File: src/rtl/esc_pkg.sv
`timescale 1ns / 1ps
// ----------------------------------------------------------------------------
// esc_pkg: shared definitions for the epoch-seconds to calendar converter
// Constant divisors, reciprocals, result layout and calendar helpers.
// ----------------------------------------------------------------------------
package esc_pkg;

    // Pipeline depth, input register to output register
    localparam int unsigned STAGES = 10;

    // Seconds per day split as 128 * 675: shift by 7, then divide by 675
    localparam logic [9:0]  DAY_DIV       = 10'd675;
    localparam logic [24:0] DAY_RECIP     = 25'd25451658;   // floor(2^34 / 675)
    localparam logic [8:0]  DAYS_PER_YEAR = 9'd365;
    localparam logic [15:0] YEAR_RECIP    = 16'd45964;      // floor(2^24 / 365)
    localparam logic [3:0]  DAYS_PER_WEEK = 4'd7;
    localparam logic [16:0] WEEK_RECIP    = 17'd74898;      // floor(2^19 / 7)
    localparam logic [16:0] EPOCH_WDAY    = 17'd4;          // first day was a Thursday
    localparam logic [11:0] SECS_PER_HOUR = 12'd3600;
    localparam logic [13:0] HOUR_RECIP    = 14'd9320;       // floor(2^21 / 225)
    localparam logic [5:0]  SECS_PER_MIN  = 6'd60;
    localparam logic [10:0] MIN_RECIP     = 11'd1092;       // floor(2^14 / 15)

    // Year bookkeeping, years counted from 1970 (offset) or from 1900
    localparam logic [7:0]  EPOCH_YEAR_1900 = 8'd70;
    localparam logic [11:0] EPOCH_YEAR_PREV = 12'd1969;
    localparam logic [9:0]  LEAPS_AT_EPOCH  = 10'd492;      // floor(1969 / 4), four-year rule only
    localparam logic [7:0]  OFFSET_Y2100    = 8'd131;       // 1969 + 131 = 2100
    localparam logic [7:0]  YEAR_2100_1900  = 8'd200;

    // Result item, first field in the highest bits
    typedef struct packed {
        logic [8:0] day_of_year;
        logic [2:0] weekday;
        logic [7:0] years_since_1900;
        logic [3:0] month_index;
        logic [4:0] day_of_month;
        logic [4:0] hour;
        logic [5:0] minute;
        logic [5:0] second;
    } t_cal;

    // Gregorian rule over 1969..2106: 2100 is the only century year that is not leap
    function automatic logic f_is_leap(input logic [7:0] year_1900);
        f_is_leap = (year_1900[1:0] == 2'b00) && (year_1900 != YEAR_2100_1900);
    endfunction

    // Day of year (zero-based) on which a month starts
    function automatic logic [8:0] f_month_start(input logic [3:0] month, input logic leap);
        logic [8:0] base;
        base = 9'd0;
        case (month)
            4'd0:    base = 9'd0;
            4'd1:    base = 9'd31;
            4'd2:    base = 9'd59;
            4'd3:    base = 9'd90;
            4'd4:    base = 9'd120;
            4'd5:    base = 9'd151;
            4'd6:    base = 9'd181;
            4'd7:    base = 9'd212;
            4'd8:    base = 9'd243;
            4'd9:    base = 9'd273;
            4'd10:   base = 9'd304;
            4'd11:   base = 9'd334;
            default: base = 9'd0;
        endcase
        if (leap && (month >= 4'd2)) begin
            base = base + 9'd1;
        end
        f_month_start = base;
    endfunction

endpackage

File: src/rtl/epoch_seconds_to_calendar.sv
`timescale 1ns / 1ps
// ----------------------------------------------------------------------------
// epoch_seconds_to_calendar: seconds since 1970-01-01 to Gregorian calendar
// Ten-stage pipeline built from reciprocal multiplies and compare-subtract
// corrections; one request per cycle unless m_axis stalls, no divider units.
// ----------------------------------------------------------------------------
//
//  Channel  Direction  Payload (tdata, lowest bit first)
//  -------  ---------  -----------------------------------------------------
//  s_axis   in         epoch_seconds[31:0]
//  m_axis   out        second[5:0] minute[11:6] hour[16:12] day_of_month[21:17]
//                      month_index[25:22] years_since_1900[33:26]
//                      weekday[36:34] day_of_year[45:37] zero pad[47:46]
//
//  Stage 1 loads at the accept edge; the result then moves through S2 to S10
//  and is presented from the S10 output register.
//  Throughput is one request per cycle while m_axis does not stall, through
//  10 register stages.
//  Reset (i_rst_n low, synchronous) clears the stage valid bits only.
//  A stall on m_axis holds the full stages; empty stages still fill, so
//  s_axis_tready drops only when every stage holds a request.
//
module epoch_seconds_to_calendar (
    input  logic        i_clk,
    input  logic        i_rst_n,
    input  logic        s_axis_tvalid,
    output logic        s_axis_tready,
    input  logic [31:0] s_axis_tdata,   // epoch_seconds[31:0]
    output logic        m_axis_tvalid,
    input  logic        m_axis_tready,
    output logic [47:0] m_axis_tdata    // see table above, bit 0 = second[0]
);

    // Stage advance: a stage loads when it is empty or its successor moves
    logic [esc_pkg::STAGES+1:1] n_adv;
    logic [esc_pkg::STAGES:1]   r_vld;

    always_comb begin
        n_adv[esc_pkg::STAGES+1] = m_axis_tready;
        for (int k = esc_pkg::STAGES; k >= 1; k--) begin
            n_adv[k] = !r_vld[k] || n_adv[k+1];
        end
    end

    always_ff @(posedge i_clk) begin
        if (!i_rst_n) begin
            r_vld <= '0;
        end else begin
            if (n_adv[1]) begin
                r_vld[1] <= s_axis_tvalid;
            end
            for (int k = 2; k <= esc_pkg::STAGES; k++) begin
                if (n_adv[k]) begin
                    r_vld[k] <= r_vld[k-1];
                end
            end
        end
    end

    assign s_axis_tready = n_adv[1];
    assign m_axis_tvalid = r_vld[esc_pkg::STAGES];

    // ------------------------------------------------------------------
    // Stage registers
    // ------------------------------------------------------------------
    // S1: day quotient estimate
    logic [15:0] r_s1_q;
    logic [24:0] r_s1_x;
    logic [6:0]  r_s1_lo;
    // S2: day remainder estimate
    logic [15:0] r_s2_q;
    logic [10:0] r_s2_r;
    logic [6:0]  r_s2_lo;
    // S3: exact days and seconds of day
    logic [15:0] r_s3_days;
    logic [16:0] r_s3_rem;
    // S4: year, week and hour quotient estimates
    logic [15:0] r_s4_days;
    logic [16:0] r_s4_wx;
    logic [16:0] r_s4_rem;
    logic [7:0]  r_s4_yest;
    logic [12:0] r_s4_west;
    logic [4:0]  r_s4_hest;
    // S5: remainders of the estimates
    logic [7:0]  r_s5_yest;
    logic [9:0]  r_s5_yr;
    logic [3:0]  r_s5_wr;
    logic [4:0]  r_s5_hest;
    logic [12:0] r_s5_hr;
    // S6: exact year offset, weekday, hour
    logic [7:0]  r_s6_q;
    logic [8:0]  r_s6_yrem;
    logic [2:0]  r_s6_wday;
    logic [4:0]  r_s6_hour;
    logic [11:0] r_s6_rem2;
    // S7: leap-adjusted day of year, minute estimate
    logic [9:0]  r_s7_d0;
    logic [7:0]  r_s7_q;
    logic        r_s7_leap_cur;
    logic        r_s7_leap_prev;
    logic [2:0]  r_s7_wday;
    logic [4:0]  r_s7_hour;
    logic [11:0] r_s7_rem2;
    logic [5:0]  r_s7_mest;
    // S8: final day of year and year
    logic [8:0]  r_s8_d;
    logic [7:0]  r_s8_year;
    logic        r_s8_leap;
    logic [2:0]  r_s8_wday;
    logic [4:0]  r_s8_hour;
    logic [5:0]  r_s8_mest;
    logic [6:0]  r_s8_mr;
    // S9: month, minute, second
    logic [8:0]  r_s9_d;
    logic [7:0]  r_s9_year;
    logic        r_s9_leap;
    logic [2:0]  r_s9_wday;
    logic [4:0]  r_s9_hour;
    logic [3:0]  r_s9_month;
    logic [5:0]  r_s9_min;
    logic [5:0]  r_s9_sec;
    // S10: output register
    esc_pkg::t_cal r_s10_out;

    // ------------------------------------------------------------------
    // Next-value logic
    // ------------------------------------------------------------------
    logic [49:0] n_s1_prod;
    logic [25:0] n_s2_qm;
    logic [25:0] n_s2_diff;
    logic        n_s3_ge;
    logic [10:0] n_s3_r;
    logic [16:0] n_s4_wx;
    logic [31:0] n_s4_yprod;
    logic [33:0] n_s4_wprod;
    logic [26:0] n_s4_hprod;
    logic [16:0] n_s5_ym;
    logic [16:0] n_s5_yr;
    logic [16:0] n_s5_wm;
    logic [16:0] n_s5_wr;
    logic [16:0] n_s5_hm;
    logic [16:0] n_s5_hr;
    logic        n_s6_yge;
    logic        n_s6_wge;
    logic        n_s6_hge;
    logic [9:0]  n_s6_yrem;
    logic [3:0]  n_s6_wday;
    logic [12:0] n_s6_rem2;
    logic [11:0] n_s7_yr;
    logic [9:0]  n_s7_leaps;
    logic [9:0]  n_s7_d0;
    logic [20:0] n_s7_mprod;
    logic        n_s8_neg;
    logic [9:0]  n_s8_d;
    logic [11:0] n_s8_mm;
    logic [11:0] n_s8_mr;
    logic        n_s9_mge;
    logic [6:0]  n_s9_sec;
    logic [3:0]  n_s9_month;
    logic [8:0]  n_s10_dom;
    esc_pkg::t_cal n_s10_out;

    always_comb begin
        // Days = (t >> 7) / 675 through a reciprocal; estimate may be one low
        n_s1_prod = 50'(s_axis_tdata[31:7]) * 50'(esc_pkg::DAY_RECIP);

        n_s2_qm   = 26'(r_s1_q) * 26'(esc_pkg::DAY_DIV);
        n_s2_diff = 26'(r_s1_x) - n_s2_qm;

        // Correct the day estimate; rebuild seconds of day from both halves
        n_s3_ge = (r_s2_r >= 11'(esc_pkg::DAY_DIV));
        n_s3_r  = n_s3_ge ? (r_s2_r - 11'(esc_pkg::DAY_DIV)) : r_s2_r;

        // Three independent reciprocal estimates: years, weeks, hours
        n_s4_wx    = 17'(r_s3_days) + esc_pkg::EPOCH_WDAY;
        n_s4_yprod = 32'(r_s3_days) * 32'(esc_pkg::YEAR_RECIP);
        n_s4_wprod = 34'(n_s4_wx) * 34'(esc_pkg::WEEK_RECIP);
        n_s4_hprod = 27'(r_s3_rem[16:4]) * 27'(esc_pkg::HOUR_RECIP);

        n_s5_ym = 17'(r_s4_yest) * 17'(esc_pkg::DAYS_PER_YEAR);
        n_s5_yr = 17'(r_s4_days) - n_s5_ym;
        n_s5_wm = 17'(r_s4_west) * 17'(esc_pkg::DAYS_PER_WEEK);
        n_s5_wr = r_s4_wx - n_s5_wm;
        n_s5_hm = 17'(r_s4_hest) * 17'(esc_pkg::SECS_PER_HOUR);
        n_s5_hr = r_s4_rem - n_s5_hm;

        // Fold each estimate that came out one low
        n_s6_yge  = (r_s5_yr >= 10'(esc_pkg::DAYS_PER_YEAR));
        n_s6_yrem = n_s6_yge ? (r_s5_yr - 10'(esc_pkg::DAYS_PER_YEAR)) : r_s5_yr;
        n_s6_wge  = (r_s5_wr >= esc_pkg::DAYS_PER_WEEK);
        n_s6_wday = n_s6_wge ? (r_s5_wr - esc_pkg::DAYS_PER_WEEK) : r_s5_wr;
        n_s6_hge  = (r_s5_hr >= 13'(esc_pkg::SECS_PER_HOUR));
        n_s6_rem2 = n_s6_hge ? (r_s5_hr - 13'(esc_pkg::SECS_PER_HOUR)) : r_s5_hr;

        // Subtract leap days since the epoch; year 2100 drops one
        n_s7_yr    = 12'(r_s6_q) + esc_pkg::EPOCH_YEAR_PREV;
        n_s7_leaps = n_s7_yr[11:2] - esc_pkg::LEAPS_AT_EPOCH
                   - 10'(r_s6_q >= esc_pkg::OFFSET_Y2100);
        n_s7_d0    = 10'(r_s6_yrem) - n_s7_leaps;
        n_s7_mprod = 21'(r_s6_rem2[11:2]) * 21'(esc_pkg::MIN_RECIP);

        // Negative day of year: step back one year
        n_s8_neg = r_s7_d0[9];
        n_s8_d   = n_s8_neg ? (r_s7_d0 + 10'(esc_pkg::DAYS_PER_YEAR) + 10'(r_s7_leap_prev))
                            : r_s7_d0;
        n_s8_mm  = 12'(r_s7_mest) * 12'(esc_pkg::SECS_PER_MIN);
        n_s8_mr  = r_s7_rem2 - n_s8_mm;

        // Month = number of month starts at or below the day of year
        n_s9_month = 4'd0;
        for (int m = 1; m < 12; m++) begin
            if (r_s8_d >= esc_pkg::f_month_start(4'(m), r_s8_leap)) begin
                n_s9_month = n_s9_month + 4'd1;
            end
        end
        n_s9_mge = (r_s8_mr >= 7'(esc_pkg::SECS_PER_MIN));
        n_s9_sec = n_s9_mge ? (r_s8_mr - 7'(esc_pkg::SECS_PER_MIN)) : r_s8_mr;

        n_s10_dom = r_s9_d - esc_pkg::f_month_start(r_s9_month, r_s9_leap) + 9'd1;
        n_s10_out.second           = r_s9_sec;
        n_s10_out.minute           = r_s9_min;
        n_s10_out.hour             = r_s9_hour;
        n_s10_out.day_of_month     = n_s10_dom[4:0];
        n_s10_out.month_index      = r_s9_month;
        n_s10_out.years_since_1900 = r_s9_year;
        n_s10_out.weekday          = r_s9_wday;
        n_s10_out.day_of_year      = r_s9_d + 9'd1;
    end

    // Payload registers: hold while the stage is stalled
    always_ff @(posedge i_clk) begin
        if (n_adv[1]) begin
            r_s1_q  <= n_s1_prod[49:34];
            r_s1_x  <= s_axis_tdata[31:7];
            r_s1_lo <= s_axis_tdata[6:0];
        end
        if (n_adv[2]) begin
            r_s2_q  <= r_s1_q;
            r_s2_r  <= n_s2_diff[10:0];
            r_s2_lo <= r_s1_lo;
        end
        if (n_adv[3]) begin
            r_s3_days <= r_s2_q + 16'(n_s3_ge);
            r_s3_rem  <= {n_s3_r[9:0], r_s2_lo};
        end
        if (n_adv[4]) begin
            r_s4_days <= r_s3_days;
            r_s4_wx   <= n_s4_wx;
            r_s4_rem  <= r_s3_rem;
            r_s4_yest <= n_s4_yprod[31:24];
            r_s4_west <= n_s4_wprod[31:19];
            r_s4_hest <= n_s4_hprod[25:21];
        end
        if (n_adv[5]) begin
            r_s5_yest <= r_s4_yest;
            r_s5_yr   <= n_s5_yr[9:0];
            r_s5_wr   <= n_s5_wr[3:0];
            r_s5_hest <= r_s4_hest;
            r_s5_hr   <= n_s5_hr[12:0];
        end
        if (n_adv[6]) begin
            r_s6_q    <= r_s5_yest + 8'(n_s6_yge);
            r_s6_yrem <= n_s6_yrem[8:0];
            r_s6_wday <= n_s6_wday[2:0];
            r_s6_hour <= r_s5_hest + 5'(n_s6_hge);
            r_s6_rem2 <= n_s6_rem2[11:0];
        end
        if (n_adv[7]) begin
            r_s7_d0        <= n_s7_d0;
            r_s7_q         <= r_s6_q;
            r_s7_leap_cur  <= esc_pkg::f_is_leap(r_s6_q + esc_pkg::EPOCH_YEAR_1900);
            r_s7_leap_prev <= esc_pkg::f_is_leap(r_s6_q + esc_pkg::EPOCH_YEAR_1900 - 8'd1);
            r_s7_wday      <= r_s6_wday;
            r_s7_hour      <= r_s6_hour;
            r_s7_rem2      <= r_s6_rem2;
            r_s7_mest      <= n_s7_mprod[19:14];
        end
        if (n_adv[8]) begin
            r_s8_d    <= n_s8_d[8:0];
            r_s8_year <= r_s7_q + esc_pkg::EPOCH_YEAR_1900 - 8'(n_s8_neg);
            r_s8_leap <= n_s8_neg ? r_s7_leap_prev : r_s7_leap_cur;
            r_s8_wday <= r_s7_wday;
            r_s8_hour <= r_s7_hour;
            r_s8_mest <= r_s7_mest;
            r_s8_mr   <= n_s8_mr[6:0];
        end
        if (n_adv[9]) begin
            r_s9_d     <= r_s8_d;
            r_s9_year  <= r_s8_year;
            r_s9_leap  <= r_s8_leap;
            r_s9_wday  <= r_s8_wday;
            r_s9_hour  <= r_s8_hour;
            r_s9_month <= n_s9_month;
            r_s9_min   <= r_s8_mest + 6'(n_s9_mge);
            r_s9_sec   <= n_s9_sec[5:0];
        end
        if (n_adv[10]) begin
            r_s10_out <= n_s10_out;
        end
    end

    assign m_axis_tdata = {2'b00, r_s10_out};

`ifndef SYNTHESIS
    // Day of year after the year step-back never runs past a leap year end
    a_doy_range: assert property (@(posedge i_clk) disable iff (!i_rst_n)
        r_vld[8] |-> (r_s8_d <= 9'd365))
        else $error("day of year out of range after year correction");

    // Month search lands inside the year
    a_month_range: assert property (@(posedge i_clk) disable iff (!i_rst_n)
        m_axis_tvalid |-> (r_s10_out.month_index <= 4'd11))
        else $error("month index out of range");

    // Day of month is one-based
    a_dom_nonzero: assert property (@(posedge i_clk) disable iff (!i_rst_n)
        m_axis_tvalid |-> (r_s10_out.day_of_month != 5'd0))
        else $error("day of month is zero");

    // Input backpressure only when the output holds a result
    a_stall_source: assert property (@(posedge i_clk) disable iff (!i_rst_n)
        !s_axis_tready |-> m_axis_tvalid)
        else $error("input stalled with an empty output stage");
`endif

endmodule

File: config.mk
export PLATFORM = sky130hd
export DESIGN_NAME = epoch_seconds_to_calendar
export DESIGN_NICKNAME = d
export VERILOG_FILES = /design/src/rtl/esc_pkg.sv /design/src/rtl/epoch_seconds_to_calendar.sv
export SDC_FILE = /design/constraint.sdc
export NUM_CORES = 2
export LEC_CHECK = 0
export BUFFER_PORTS_ARGS = -buffer_cell sky130_fd_sc_hd__clkbuf_2
export CAP_MARGIN = 5
export CORE_MARGIN = 8
export CORE_UTILIZATION = 45
export DETAILED_ROUTE_END_ITERATION = 8
export PLACE_DENSITY = 0.72
export SLEW_MARGIN = 5
export SYNTH_ARGS = -nofsm -noshare
export SYNTH_HDL_FRONTEND = slang
export SYNTH_SLANG_ARGS = --single-unit
File: constraint.sdc
create_clock -name i_clk -period 8 [get_ports i_clk]
set_input_delay 0 -clock i_clk [delete_from_list [all_inputs] [get_ports i_clk]]
set_output_delay 0 -clock i_clk [all_outputs]
set_load 0.01 [all_outputs]
==> metrics.md <==
| Metric | Value |
|---|---|
| Drt pass-1 iters | `4` |
| Status | `completed` |
| Flop2flop setup slack | `0.56 ns` |
| Slowest-stage cell, CP | `or4_4` |
| Iter 0 DRT Violations | `around 660` |
| Hold slack | `0.0578 ns` |
| Setup Crit Path Kind | `reg2reg` |
| Core area | `0.0821 mm²` |
| Residual DRC count | `0` |
| DP HPWL | `52,500 µm` |
| Fin cells | `~4,400` |
| Via count | `21,900` |
| Worst Setup Start Kind | `register` |
| Synth Area per Inst | `11.9 µm²` |
| Seq/Total Area, Yosys | `32.0%` |
| # fillers | `7,089` |
| Worst Path Required | `8.51 ns` |
| CP Data Arrival Time | `about 8 ns` |
| Synth-to-layout area growth | `9.27%` |
| EDFF count, synth | `388` |
| WL per Instance | `around 15 µm` |
| Highest Clock Rate | `134 MHz` |
| Layout cells sized above 1 | `6.53%` |
| Slew headroom | `around a third` |
| Vias per inst | `roughly 5` |
| # diodes | `0` |
| Worst min path class | `in2reg` |
| Ports | `86` |
| Syn Std Cell Area | `approximately 0.037 mm²` |
| Clock latency on the worst-skew pair | `around 0.57 ns` |
| Final Hold Viols | `0` |
| CP startpoint | `r_s8_leap$_DFFE_PP_` |
| Post-Syn Instances | `~3,100` |
| Number of synthesized register bits | `403` |
| Max-slew violations | `0` |
| Overall routing resource usage | `between 10% and 20%` |
| Ys async rst share | `0%` |
| Slew @ Worst Pin | `roughly 1 ns` |
| Largest net degree at the start of global routing | `48` |
| Maximum buffer depth of the clock tree | `3` |
| Reg clk slew, reported paths | `around 0.060 ns` |
| Worst Reg-to-Reg Cells | `34` |
| Initial Util | `between 40% and 50%` |
| Tmin final | `7.44 ns` |
| Row Count | `105` |
| Grt ovf | `0` |
| Total Routed Length | `64,800 µm` |
| Most used cell along the critical path | `ha_1` |
| Fin Clk Skew | `about 0.026 ns` |
| Chip height | `304 µm` |
| # port buffers | `83` |
| Die Wd | `304 µm` |
| Synth Flop Type | `edfxtp_1` |
| CTS Buf Count | `43` |
| CTS root buffer | `clkbuf_16` |
| Setup-failing EPs final | `0` |
| Yosys warnings | `0` |
| Dpl cells | `4,290` |
| Vias in the first global route | `23,400` |
| First-pass GRT wire length | `about 110,000 µm` |
| Die area | `0.0924 mm²` |
| Max Cap Viol | `0` |
| Fin util | `roughly half` |
| RR Startpoint | `r_s8_leap$_DFFE_PP_` |
| CP max FO | `8` |
| Endpoint type of the worst setup path | `register` |
| Initial antenna violation count | `0` |
| Post-route antenna net violation count | `0` |
| Yosys cell types | `78` |
| CTS tree | `yes` |
| Nets@finish | `about 4,400` |
| Final period util | `93.0%` |
| H-tree depth | `2` |
| GP Congestion | `0.857` |
| Clock net sink count | `403` |
| Critical Path Max Stage Delay | `0.58 ns` |
-- placed cells by master, fill, tap and decap left out, types with 19 or more instances in the layout --
master         instances
ha_1                 789
edfxtp_1             388
o21ai_0               46
nor2_1                65
nand3_1               43
inv_1                668
a21o_1                55
nand2_1               80
xor2_1                73
o21bai_1              19
nand2b_1              23
xnor2_1              167
fa_1                 320
a21oi_1               91
clkbuf_2              83
clkbuf_16             45
nand4_1               23
nor2b_1               21
dlygate4sd3_1         22
-- layout make-up --
| class | instances | area [µm²] | share of cell area, % |
|---|---|---|---|
| timing repair buffer | 115 | 711 | 1.74 |
| clock buffer | 50 | 1160 | 2.86 |
| inverter | 670 | 2510 | 6.17 |
| tap | 1070 | 1340 | 3.28 |
| sequential | 403 | 12000 | 29.3 |
| clock inverter | 27 | 280 | 0.687 |
| multi-input combinational | 2057 | 22800 | 56.0 |
-- critical path: cells and delay by family, from the launching register on --
kind,cells,cell delay (ns)
compound gates,11,1.96
xor+xnor,2,0.29
fa+ha+maj,7,2.19
buf+inv,2,0.30
flops,1,0.45
simple gates,12,2.21
-- per-layer routing --
layer	track usage [%]	wire (µm)	vias to the layer above
met5	0	0	-
met4	4.36	1870	0
met3	2.00	2000	113
met2	26.4	32800	296
met1	17.2	28100	10500
li1	-	-	10900
-- cell usage after synthesis, types with 4 or more instances --
cell	n	area share (%)
ha_1	790	26
inv_1	670	6.7
edfxtp_1	388	31
fa_1	320	17
xnor2_1	167	3.9
a21oi_1	91	1.2
nand2_1	83	0.83
xor2_1	73	1.7
nor2_1	65	0.65
a21o_1	55	1.1
o21ai_0	47	0.63
nand3_1	44	0.59
nand2b_1	23	0.39
nand4_1	23	0.39
nor2b_1	21	0.35
o21bai_1	19	0.38
and3_1	17	0.28
dfxtp_1	15	0.80
nor3_1	14	0.19
o21a_1	14	0.28
mux2_2	13	0.39
a211oi_1	12	0.24
and2_1	12	0.20
or2_2	10	0.17
or3_1	10	0.17
a31o_2	8	0.19
clkbuf_1	8	0.080
nor4_1	8	0.13
o211ai_1	7	0.14
a31oi_1	6	0.10
mux2i_1	6	0.16
o2111ai_1	6	0.14
and4_1	5	0.12
buf_2	5	0.067
o31ai_1	5	0.10
a2111oi_0	4	0.094
a21boi_0	4	0.080
a22o_1	4	0.094
a311o_1	4	0.11
nand3b_1	4	0.080
o31a_1	4	0.094
or4_1	4	0.080
-- what timing repair did --
action                                  4_1_cts  5_1_grt
resized for setup                             0        8
endpoints found under the hold margin        27        0
endpoints found under the setup margin        0        5
hold buffers                                 22        0
setup buffers                                 0        3
-- state kept, by name, summed over array words and instances (netlist names), 11 cells and up, named ones only --
signal and cells:
m_axis_tdata 46, r_s1_q 16, r_s1_x 11, r_s2_q 16
r_s2_r 11, r_s3_days 16, r_s3_rem 17, r_s4_rem 13
r_s5_hr 13, r_s6_rem2 12
-- logic make-up after synthesis --
group / Yosys count / share of synthesized area [%]
fa+ha+maj: 1110 / 43.6
buf+inv: 687 / 6.98
flops: 403 / 32.0
simple gates: 354 / 4.94
compound gates: 325 / 5.84
xor+xnor: 247 / 6.01
mux: 19 / 0.553
other cells: 1 / 0.0100
-- per-stage QoR --
step	TNS (ns)	worst slack [ns]	area, µm²
after global placement	0	0.424	39100
final	0	0.556	40800
after detailed placement	0	0.235	39100
after global routing	-0.0444	-0.0444	40800
after floorplan	0	0.833	37300
after CTS	0	0.228	40700
-- how the worst min path moves through the flow --
stage	start	to	slack, ns	depth (start not counted)
after floorplan	s_axis_tdata[0]	r_s1_lo[0]$_DFFE_PP_	0.1	0
after global routing	s_axis_tdata[16]	r_s1_x[9]$_DFFE_PP_	0.04	1
final	s_axis_tdata[16]	r_s1_x[9]$_DFFE_PP_	0.06	1
after global placement	s_axis_tdata[0]	r_s1_lo[0]$_DFFE_PP_	0.20	1
after CTS	s_axis_tdata[16]	r_s1_x[9]$_DFFE_PP_	0.009	1
after detailed placement	s_axis_tdata[2]	r_s1_lo[2]$_DFFE_PP_	0.19	1
Power is not shown: default switching activity piles up to over one toggle a cycle in this logic, so the estimate is an artifact.
